## src/sv/smalu_pkg.sv

```systemverilog
// smalu_pkg: shared types, op and error codes for the stack machine alu
// no dependencies
`default_nettype none
package smalu_pkg;
	localparam int STACK_DEPTH_DEF = 16;

	typedef enum logic [3:0] {
		OP_PUSH = 4'd0, OP_ADD = 4'd1, OP_SUB = 4'd2, OP_MUL = 4'd3,
		OP_DIV = 4'd4, OP_MOD = 4'd5, OP_INC = 4'd6, OP_DEC = 4'd7,
		OP_NEG = 4'd8, OP_ABS = 4'd9, OP_POW = 4'd10, OP_SQRT = 4'd11,
		OP_MIN = 4'd12, OP_MAX = 4'd13, OP_AVG = 4'd14, OP_NOP = 4'd15
	} op_t;

	typedef enum logic [2:0] {
		ERR_OK = 3'd0, ERR_UNDER = 3'd1, ERR_OVER = 3'd2,
		ERR_DIVZ = 3'd3, ERR_NSQRT = 3'd4
	} err_t;

	typedef struct packed {
		logic [3:0]         op;
		logic signed [31:0] push_value;
	} cmd_t;

	typedef struct packed {
		logic signed [31:0] top_value;
		logic [4:0]         depth;
		logic [2:0]         error;
	} res_t;

	typedef enum logic [2:0] {
		ST_IDLE, ST_RD, ST_EXEC, ST_ITER, ST_WB
	} state_t;
endpackage
`default_nettype wire

```

## src/sv/smalu_front.sv

```systemverilog
// smalu_front: accepts commands into a two-entry queue
// depends on smalu_pkg
`default_nettype none
module smalu_front import smalu_pkg::*; (
	input  wire logic clk,
	input  wire logic arst_n,
	input  wire logic start,
	input  wire cmd_t cmd,
	output logic      busy,
	output logic      q_valid,
	output cmd_t      q_cmd,
	input  wire logic q_pop
);
	cmd_t       ent_q [2];
	logic       rd_q, wr_q;
	logic [1:0] cnt_q;
	logic       push;

	assign busy    = (cnt_q == 2'd2);
	assign push    = start && !busy;
	assign q_valid = (cnt_q != 2'd0);
	assign q_cmd   = ent_q[rd_q];

	always_ff @(posedge clk) begin
		if (push) ent_q[wr_q] <= cmd;
	end

	always_ff @(posedge clk or negedge arst_n) begin
		if (!arst_n) begin
			rd_q <= 1'b0; wr_q <= 1'b0; cnt_q <= 2'd0;
		end else begin
			if (push) wr_q <= !wr_q;
			if (q_pop) rd_q <= !rd_q;
			cnt_q <= cnt_q + 2'(push) - 2'(q_pop);
		end
	end
endmodule
`default_nettype wire

```

## config.mk

```make
export PLATFORM = sky130hd
export DESIGN_NAME = smalu_front
export DESIGN_NICKNAME = d
export VERILOG_FILES = /design/src/sv/smalu_pkg.sv /design/src/sv/smalu_front.sv
export SDC_FILE = /design/constraint.sdc
export NUM_CORES = 1
export LEC_CHECK = 0
export BUFFER_PORTS_ARGS = -buffer_cell sky130_fd_sc_hd__clkbuf_2
export CAP_MARGIN = 5
export CORE_MARGIN = 10
export CORE_UTILIZATION = 40
export CTS_CLUSTER_DIAMETER = 60
export CTS_CLUSTER_SIZE = 10
export DETAILED_ROUTE_END_ITERATION = 10
export PLACE_DENSITY = 0.66
export SYNTH_ARGS = -nofsm -noshare
export SYNTH_HDL_FRONTEND = slang
export SYNTH_SLANG_ARGS = --single-unit
```

## constraint.sdc

```tcl
create_clock -name clk -period 3.81 [get_ports clk]
set_input_delay 0.1905 -clock clk [delete_from_list [all_inputs] [get_ports clk]]
set_output_delay 0.1905 -clock clk [all_outputs]
set_load 0.01 [all_outputs]
```

==> metrics.yaml, run 1 <==
timing:
  fmax_ghz: 0.456
  drv_slew: 0
  max-slew-margin-rel_pct: 25.7
  period_minus_slack_ns: 2.19
  setup-tns-final_ns: 0
  rsz0062_at_grt: "no"
  hold_viol_final: 0
  fin_skew_ns: 0.00723
  min_period_over_period_pct: 57.6
  tightestPinTransition_ns: 1.11
  fin_ws_ns: 1.62
  finalSetupViolations: 0
worst_setup_path:
  path_max_fanout: 37
  crit_chain: "mux2_2 > clkbuf_2"
  cp_slowest_cell: "dfrtp_2"
  critPathRequiredTime_ns: 3.62
  cp.arrival_ns: 2.00
  path_class: "reg -> out"
  cp_slowest_stage_delay_ns: 1.09
  start_kind: "register"
  cp-end-kind: "output port"
hold_path:
  hold_class: "in -> reg"
power_and_ir_drop:
  p_sw_uw: 751
  cellInternalPower_uw: 1880
  power.density_nw_per_um2: 738
  ir_drop_mv: 0.478
  p_comb_share_pct: 30.2
  p_sw_share_pct: 28.5
  p_leak_uw: 0.00144
  power_frac_clock_pct: 20.5
  power_frac_seq_pct: 49.4
final_layout:
  syn2layout_area_growth_pct: 21.4
  drive_above_1_share_pct: 59.0
  fillers: 650
  fin_util_pct: 49.5
  finalInstanceArea_sq_um: 3570
  antenna_cells: 0
  fin_nets: 256
floorplanning:
  die_h_um: 106
  fp.dieW_um: 106
  coreArea_sq_um: 7210
  io_pins: 78
  die_area_sq_um: 11200
  std_cell_rows: 31
  start_util_pct: 40.8
yosys:
  syn_area_per_cell_sq_um: 22.8
  synth_largest_area_cell: "edfxtp_1"
  synth_commonest_cells: "edfxtp_1, mux2_4, mux2_2"
  synth-edff-count: 72
  ys_warn_count: 0
  ys_types: 15
  async_reset_ff_share_pct: 5.26
  ys_seq_area_share_pct: 76.9
  synth_top_area_share_pct: 73.5
  synth_seq_cells: 76
  synthTopCellsByArea: "edfxtp_1, mux2_4, dfrtp_1"
  synth_flop_cell: "edfxtp_1"
  syn_nets: 171
  postSynthCellCount: 129
  syn-cell-area_sq_um: 2940
  synth.most_common_cell: "edfxtp_1"
placement:
  portBuffers: 77
  place_congestion: 0.742
  placed_area_sq_um: 3390
  hpwl_mm: 3.54
  dp_slack_ns: 1.92
detailed_routing:
  totalWireLength_mm: 5.06
  drc: 0
  vias_per_cell: 4.34
  wl_per_cell_um: 16.0
  vias: 1371
  drt_pre_antenna_iters: 3
  ant_nets: 0
  first_iter_violations: 22
clocking:
  clock_latency_ns: 0.33
  cts.clk_slew.worst_paths_ns: 0.07
  numClockSinks: 76
  clock_path_buffers: 2
  h-tree-depth: 3
  cts_tree: "built"
  root_buffer: "clkbuf_8"
  cts_buffers: 9
global_route:
  grt_pass1_vias: 1527
  grt.overflow.total: 0
  antenna_found_initial: 0
  grt_max_degree: 38
  grt_use_total_pct: 9.19
  grt_pass1_wl_mm: 7.89
flow_run:
  cap_violations: 0
status:
  status: "complete, no violations"
placed cells by master (no fill, tap or decap):
cell	n
or2_2	1
inv_1	2
xor2_1	1
clkinv_2	1
ha_1	2
mux2_4	29
dfrtp_2	1
and3_2	1
clkbuf_1	1
mux2_2	7
clkbuf_8	9
xnor2_1	3
edfxtp_1	72
clkinv_1	2
dfrtp_1	3
dlygate4sd3_1	1
clkbuf_2	77
nand2b_1	1
bufinv_16	1
nand2_1	1
nor2_4	1
cells by family (layout without fill, tap and decap cells):
logic type	count (synthesis)	after routing	synth area share, %
adder cells (fa/ha/maj)	2	2	0.851
multiplexers	36	36	17.5
buffers and inverters	6	94	2.68
flip-flops	76	76	76.9
AND/OR/NAND/NOR	5	5	0.893
XOR/XNOR	4	4	1.19
final timing paths:
check | from | end | slack, ns | cells past startpoint
setup / recovery | rd_q | q_cmd[35] | 1.62 | 2
hold / removal | cmd[15] | ent_q[1][15] | 0.05 | 1
setup reg to reg | cnt_q[1] | ent_q[0][17] | 1.95 | 3
hold reg to reg | cnt_q[0] | cnt_q[0] | 0.52 | 1
max in group asynchronous | arst_n | rd_q | 3.46 | 2
min in group asynchronous | arst_n | cnt_q[1] | 0.21 | 2
area by class of cell:
type	count	area, sq um	share of cell area, %
well taps	99	124	3.47
multi-input cells	47	609	17.1
inverters	2	7.51	0.210
flip-flops and latches	76	2260	63.4
repair buffers	78	395	11.1
clock buffers	10	128	3.58
clock inverters	4	42.5	1.19
power groups by stage:
stage,clock network (uW),logic (uW),registers [uW]
after floorplan,0,691,1210
after global placement,0,818,1320
after detailed placement,0,819,1330
after CTS,561,822,1310
after global routing,591,867,1330
final,539,795,1300
flip-flops by register name (all words and copies together), names as in the netlist:
name / flops
rd_q: 1
ent_q: 72
cnt_q: 2
wr_q: 1
worst max-delay path: cells and delay by family, from the launching register on:
kind,cells,cell delay (ns)
buf+inv,1,0.13
flops,1,1.09
mux,1,0.42
what timing repair did:
action	CTS	global route
endpoints found under the hold margin	4	0
endpoints found under the setup margin	0	0
buffers inserted	0	0
gates resized for setup	0	0
hold buffers	1	0
per-stage QoR:
| stage | power, uW | std cells | hold WS [ns] |
|---|---|---|---|
| 6_report | 2630 | 316 | 0.0522 |
| 5_1_grt | 2780 | 316 | 0.0353 |
| 4_1_cts | 2690 | 316 | 0.0300 |
| 3_5_place_dp | 2150 | 301 | 0.00898 |
| 3_3_place_gp | 2140 | 301 | 0.00192 |
| 2_1_floorplan | 1900 | 129 | -0.105 |
routing by layer:
metal  GRT usage (%)  part of all wire, %  vias up
li1                -                    -      672
met1            9.70                   41      648
met2            14.9                   50       45
met3            3.35                  7.7        6
met4            6.67                  1.6        0
met5               0                    0        -
(Power assumes the default switching activity.)
==> inputs of run 2 (changes only) <==
Clock period 3.81 ns to 2.2 ns, I/O delays scaled along.
==> metrics.yaml, run 2 (synthesized netlist as in run 1, its figures left out) <==
worst_setup_path:
  path_class: "reg -> out"  # unchanged
  cp-end-kind: "output port"  # unchanged
  cp.arrival_ns: 1.59  # was 2.00 ns
  path_max_fanout: 9  # was 37
  critPathBufInv: 2  # was 1
  cp_slowest_stage_delay_ns: 0.51  # was 1.09 ns
  start_kind: "register"  # unchanged
  crit_chain: "buf_4 > mux2_2 > clkbuf_2"  # was mux2_2 > clkbuf_2
  cp_top_family: "flip-flops"  # unchanged
  critPathRequiredTime_ns: 2.09  # was 3.62 ns
  cp_slowest_cell: "dfrtp_2"  # unchanged
timing:
  fin_ws_ns: 0.495  # was 1.62 ns
  worst_hold_slack_ns: 0.106  # was 0.0522 ns
  drv_slew: 0  # unchanged
  min_period_over_period_pct: 77.5
  rsz0062_at_grt: "no"  # unchanged
  tightestPinTransition_ns: 0.418  # was 1.11 ns
  finalSetupViolations: 0  # unchanged
  fin_skew_ns: 0.00501  # was 0.00723 ns
  fmax_ghz: 0.587
  period_minus_slack_ns: 1.70
  hold_viol_final: 0  # unchanged
  setup-tns-final_ns: 0  # unchanged
  max-slew-margin-rel_pct: 72.2  # was 25.7%
placement:
  hpwl_mm: 3.77  # was 3.54 mm
  dp_slack_ns: 0.599  # was 1.92 ns
  dp.cells: 305  # was 301
  portBuffers: 77  # unchanged
  place_congestion: 0.652  # was 0.742
detailed_routing:
  wl_per_cell_um: 15.6  # was 16.0 um
  vias: 1545  # was 1371
  ant_nets: 0  # unchanged
  drc: 0  # unchanged
  vias_per_cell: 4.30  # was 4.34
  first_iter_violations: 55  # was 22
  drt_pre_antenna_iters: 4  # was 3
  totalWireLength_mm: 5.60  # was 5.06 mm
clocking:
  numClockSinks: 76  # unchanged
  clock_path_buffers: 2  # unchanged
  cts.clk_slew.worst_paths_ns: 0.07  # about the same
  cts_setup_buffers: 0  # unchanged
  h-tree-depth: 3  # unchanged
  root_buffer: "clkbuf_8"  # unchanged
  cts_tree: "built"  # unchanged
  clock_latency_ns: 0.34  # was 0.33 ns
  cts_buffers: 9  # unchanged
floorplanning:
  die_area_sq_um: 11200  # unchanged
  fp.dieW_um: 106  # unchanged
  io_pins: 78  # unchanged
  coreArea_sq_um: 7210  # unchanged
  die_h_um: 106  # unchanged
  std_cell_rows: 31  # unchanged
  start_util_pct: 40.8  # unchanged
power_and_ir_drop:
  ir_drop_mv: 0.589  # was 0.478 mV
  p_sw_share_pct: 28.4  # was 28.5%
  power_frac_seq_pct: 43.2  # was 49.4%
  p_sw_uw: 1390  # was 751 uW
  p_comb_share_pct: 34.5  # was 30.2%
  power.density_nw_per_um2: 1210  # was 738 nW/um^2
  p_leak_uw: 0.00164  # was 0.00144 uW
  power_frac_clock_pct: 22.4  # was 20.5%
  cellInternalPower_uw: 3500  # was 1880 uW
final_layout:
  largest_reg_flops: 72  # unchanged
  largest_register: "ent_q"  # unchanged
  final_cell_mix: "clkbuf_2, edfxtp_1, dlygate4sd3_1"  # was clkbuf_2, edfxtp_1, mux2_4
  drive_above_1_share_pct: 51.2  # was 59.0%
  top_regs: "ent_q: 72 flops, cnt_q: 2 flops"  # unchanged
  antenna_cells: 0  # unchanged
  instances_no_fill: 359  # was 316
  final_common_cell: "clkbuf_2"  # unchanged
  fin_nets: 297  # was 256
  fillers: 572  # was 650
  syn2layout_area_growth_pct: 37.5  # was 21.4%
  fin_util_pct: 56.1  # was 49.5%
global_route:
  grt.overflow.total: 0  # unchanged
  grt_pass1_vias: 1757  # was 1527
  grt_use_total_pct: 10.4  # was 9.19%
  grt_max_degree: 37  # was 38
  antenna_found_initial: 0  # unchanged
  grt_pass1_wl_mm: 8.92  # was 7.89 mm
status:
  status: "complete, no violations"  # unchanged
flow_run:
  cap_violations: 0  # unchanged
hold_path:
  hold_class: "in -> async"  # was in -> reg
-- run 2: final timing paths --
check | startpoint | endpoint | slack, ns | cells past startpoint
min reg2reg | cnt_q[0] | cnt_q[0] | 0.54 | 1
max in group asynchronous | arst_n | rd_q | 1.95 | 2
max reg2reg | cnt_q[1] | cnt_q[1] | 0.56 | 7
min in group clk | start | wr_q | 0.16 | 3
max | rd_q | q_cmd[2] | 0.50 | 3
min | arst_n | cnt_q[1] | 0.11 | 2
-- run 2: power groups by stage --
stage	Clock [uW]	Combinational, uW	Sequential (uW)
detailed placement	0	1680	2140
floorplan	0	1200	2090
finish	1090	1680	2110
global route	1190	1810	2140
global placement	0	1650	2130
CTS	1120	1730	2110
-- run 2: layout make-up --
type	instances	area (sq um)	share of cell area, %
flip-flops and latches	76	2260	56.0
repair buffers	119	833	20.6
multi-input cells	47	609	15.1
clock buffers	10	128	3.16
well taps	99	124	3.06
clock inverters	6	78.8	1.95
inverters	2	7.51	0.186
-- run 2: per-stage QoR --
stage	power, uW	instance area (sq um)
2_1_floorplan	3290	2940
3_3_place_gp	3780	3460
3_5_place_dp	3820	3460
4_1_cts	4970	4040
5_1_grt	5150	4040
6_report	4880	4040
-- run 2: per-layer routing --
| layer | global-route usage [%] | share of wire (%) | up-vias |
|---|---|---|---|
| met3 | 2.86 | 4.7 | 12 |
| li1 | - | - | 753 |
| met4 | 6.96 | 2.7 | 0 |
| met2 | 18.6 | 55 | 41 |
| met1 | 10.4 | 38 | 739 |
| met5 | 0 | 0 | - |
-- run 2: what timing repair did --
item,4_1_cts,5_1_grt
gates resized for setup,0,0
hold buffers,38,0
hold endpoints to repair,77,0
==> inputs of run 3 (changes only) <==
Clock period 2.2 ns to 1.75 ns, I/O delays scaled along.
==> metrics.yaml, run 3 (synthesized netlist as in run 1, its figures left out) <==
floorplanning:
  die_h_um: 106  # unchanged
  die_area_sq_um: 11200  # unchanged
  fp.dieW_um: 106  # unchanged
  start_util_pct: 40.8  # unchanged
  io_pins: 78  # unchanged
  coreArea_sq_um: 7210  # unchanged
  std_cell_rows: 31  # unchanged
placement:
  place_congestion: 0.675  # was 0.652
  hpwl_mm: 3.57  # was 3.77 mm
  portBuffers: 77  # unchanged
  placed_area_sq_um: 3460  # about the same
worst_setup_path:
  path_class: "reg -> reg"  # was reg -> out
  start_kind: "register"  # unchanged
  rr_startpoint: "cnt_q[1]"  # unchanged
  reg2reg_to: "cnt_q[1]"  # unchanged
  cp_slowest_cell: "dfrtp_1"  # was dfrtp_2
  endpoint: "cnt_q[1]"  # was q_cmd[2]
  crit_chain: "nand2b_1 > nand2_1 > ha_1 > inv_1 > ha_1 > xnor2_1 > xnor2_1"  # was buf_4 > mux2_2 > clkbuf_2
  critPathRequiredTime_ns: 2.01  # was 2.09 ns
  cp_top_family: "adder cells"  # was flip-flops
  cp.arrival_ns: 1.84  # was 1.59 ns
  cp-startpoint: "cnt_q[1]"  # was rd_q
  rr_worst_depth: 7  # unchanged
  path_max_fanout: 3  # was 9
  cp-end-kind: "register"  # was output port
  cp_num_cells: 7  # was 3
  critPathBufInv: 1  # was 2
  rrSetupSlack_ns: 0.18  # was 0.56 ns
  cp_slowest_stage_delay_ns: 0.41  # was 0.51 ns
hold_path:
  hold_class: "in -> async"  # unchanged
clocking:
  numClockSinks: 76  # unchanged
  root_buffer: "clkbuf_8"  # unchanged
  post_cts_resize_count: 0  # unchanged
  clock_path_buffers: 2  # unchanged
  cts_buffers: 9  # unchanged
  cts.clk_slew.worst_paths_ns: 0.08  # was 0.07 ns
  clock_latency_ns: 0.33  # was 0.34 ns
  h-tree-depth: 3  # unchanged
  cts_tree: "built"  # unchanged
global_route:
  antenna_found_initial: 0  # unchanged
  grt_pass1_vias: 1731  # was 1757
  grt_use_total_pct: 10.0  # was 10.4%
  grt_pass1_wl_mm: 8.80  # was 8.92 mm
  grt.overflow.total: 0  # unchanged
  grt_max_degree: 25  # was 37
power_and_ir_drop:
  power_frac_seq_pct: 40.2  # was 43.2%
  p_leak_uw: 0.00169  # was 0.00164 uW
  cellInternalPower_uw: 4720  # was 3500 uW
  p_comb_share_pct: 33.2  # was 34.5%
  p_sw_uw: 1780  # was 1390 uW
  p_sw_share_pct: 27.4  # was 28.4%
  power_frac_clock_pct: 26.6  # was 22.4%
  ir_drop_mv: 0.834  # was 0.589 mV
  power.density_nw_per_um2: 1580  # was 1210 nW/um^2
timing:
  rsz0062_at_grt: "no"  # unchanged
  fmax_ghz: 0.635
  max-slew-margin-rel_pct: 78.2  # was 72.2%
  drv_slew: 0  # unchanged
  finalSetupViolations: 0  # unchanged
  hold_viol_final: 0  # unchanged
  tightestPinTransition_ns: 0.328  # was 0.418 ns
  setup-tns-final_ns: 0  # unchanged
  fin_skew_ns: 0.00571  # was 0.00501 ns
  min_period_over_period_pct: 90.0
  period_minus_slack_ns: 1.57
final_layout:
  finalInstanceArea_sq_um: 4120  # was 4040 sq um
  final_cell_mix: "clkbuf_2, edfxtp_1, dlygate4sd3_1"  # unchanged
  syn2layout_area_growth_pct: 40.0  # was 37.5%
  drive_above_1_share_pct: 53.2  # was 51.2%
  antenna_cells: 0  # unchanged
  fin_nets: 300  # was 297
  largest_reg_flops: 72  # unchanged
  top_regs: "ent_q: 72 flops, cnt_q: 2 flops"  # unchanged
  largest_register: "ent_q"  # unchanged
  final_common_cell: "clkbuf_2"  # unchanged
flow_run:
  cap_violations: 0  # unchanged
detailed_routing:
  ant_nets: 0  # unchanged
  vias_per_cell: 4.37  # was 4.30
  drt_pre_antenna_iters: 4  # unchanged
  totalWireLength_mm: 5.37  # was 5.60 mm
  vias: 1583  # was 1545
  drc: 0  # unchanged
  wl_per_cell_um: 14.8  # was 15.6 um
  first_iter_violations: 51  # was 55
status:
  status: "complete, no violations"  # unchanged
## run 3: cell count changes in the layout (fill, tap and decap cells not counted), sizes merged
cell / delta
buf: +3
inv: +2
clkinv: -2
bufinv: +2
clkbuf: -1
clkinvlp: -1
## run 3: worst min-delay path by stage
stage	slack [ns]	cells after the start	startpoint	end
3_5_place_dp	-0.1	1	arst_n	cnt_q[0]
4_1_cts	0.06	2	arst_n	cnt_q[0]
3_3_place_gp	-0.10	1	arst_n	cnt_q[0]
2_1_floorplan	-0.21	0	arst_n	cnt_q[0]
5_1_grt	0.06	2	arst_n	cnt_q[0]
6_report	0.08	2	arst_n	cnt_q[0]
## run 3: per-stage QoR
stage                     util (%)  total power [uW]  cells  worst slack [ns]  hold slack [ns]
after floorplan                  -              4140    129             0.186           -0.208
after global placement        48.0              4750    307             0.248           -0.100
after detailed placement      48.0              4780    307             0.182           -0.100
after CTS                     57.1              6600    362             0.169           0.0615
after global routing          57.1              6870    362            0.0502           0.0615
final                         57.1              6500    362             0.176           0.0757
## run 3: worst register-to-register path, cell delays in order, from the launching register on
cell      delay (ns)
dfrtp_1         0.41
nand2b_1        0.12
nand2_1         0.15
ha_1            0.31
inv_1           0.04
ha_1            0.18
xnor2_1         0.17
xnor2_1         0.13
## run 3: power by group through the flow
stage | clock network (uW) | logic [uW] | registers (uW)
2_1_floorplan | 0 | 1520 | 2620
3_3_place_gp | 0 | 2070 | 2680
3_5_place_dp | 0 | 2080 | 2700
4_1_cts | 1770 | 2210 | 2620
5_1_grt | 1870 | 2340 | 2650
6_report | 1730 | 2160 | 2610
## run 3: repair_timing
action | 4_1_cts | 5_1_grt
hold buffers | 38 | 0
setup buffers | 1 | 0
hold endpoints to repair | 77 | 0
setup endpoints to repair | 8 | 0
## run 3: area by class of cell
cell class	count	area, sq um
Multi-Input combinational cell	47	609
Clock inverter	7	146
Sequential cell	76	2260
Clock buffer	9	124
Timing Repair Buffer	122	843
Inverter	2	7.51
Tap cell	99	124
Fill cell	577	3100
## run 3: metal layers
metal,global-route usage [%],wire length [um]
met1,11.1,2230
met2,16.6,2680
met3,4.32,382
met4,4.06,83
met5,0,0
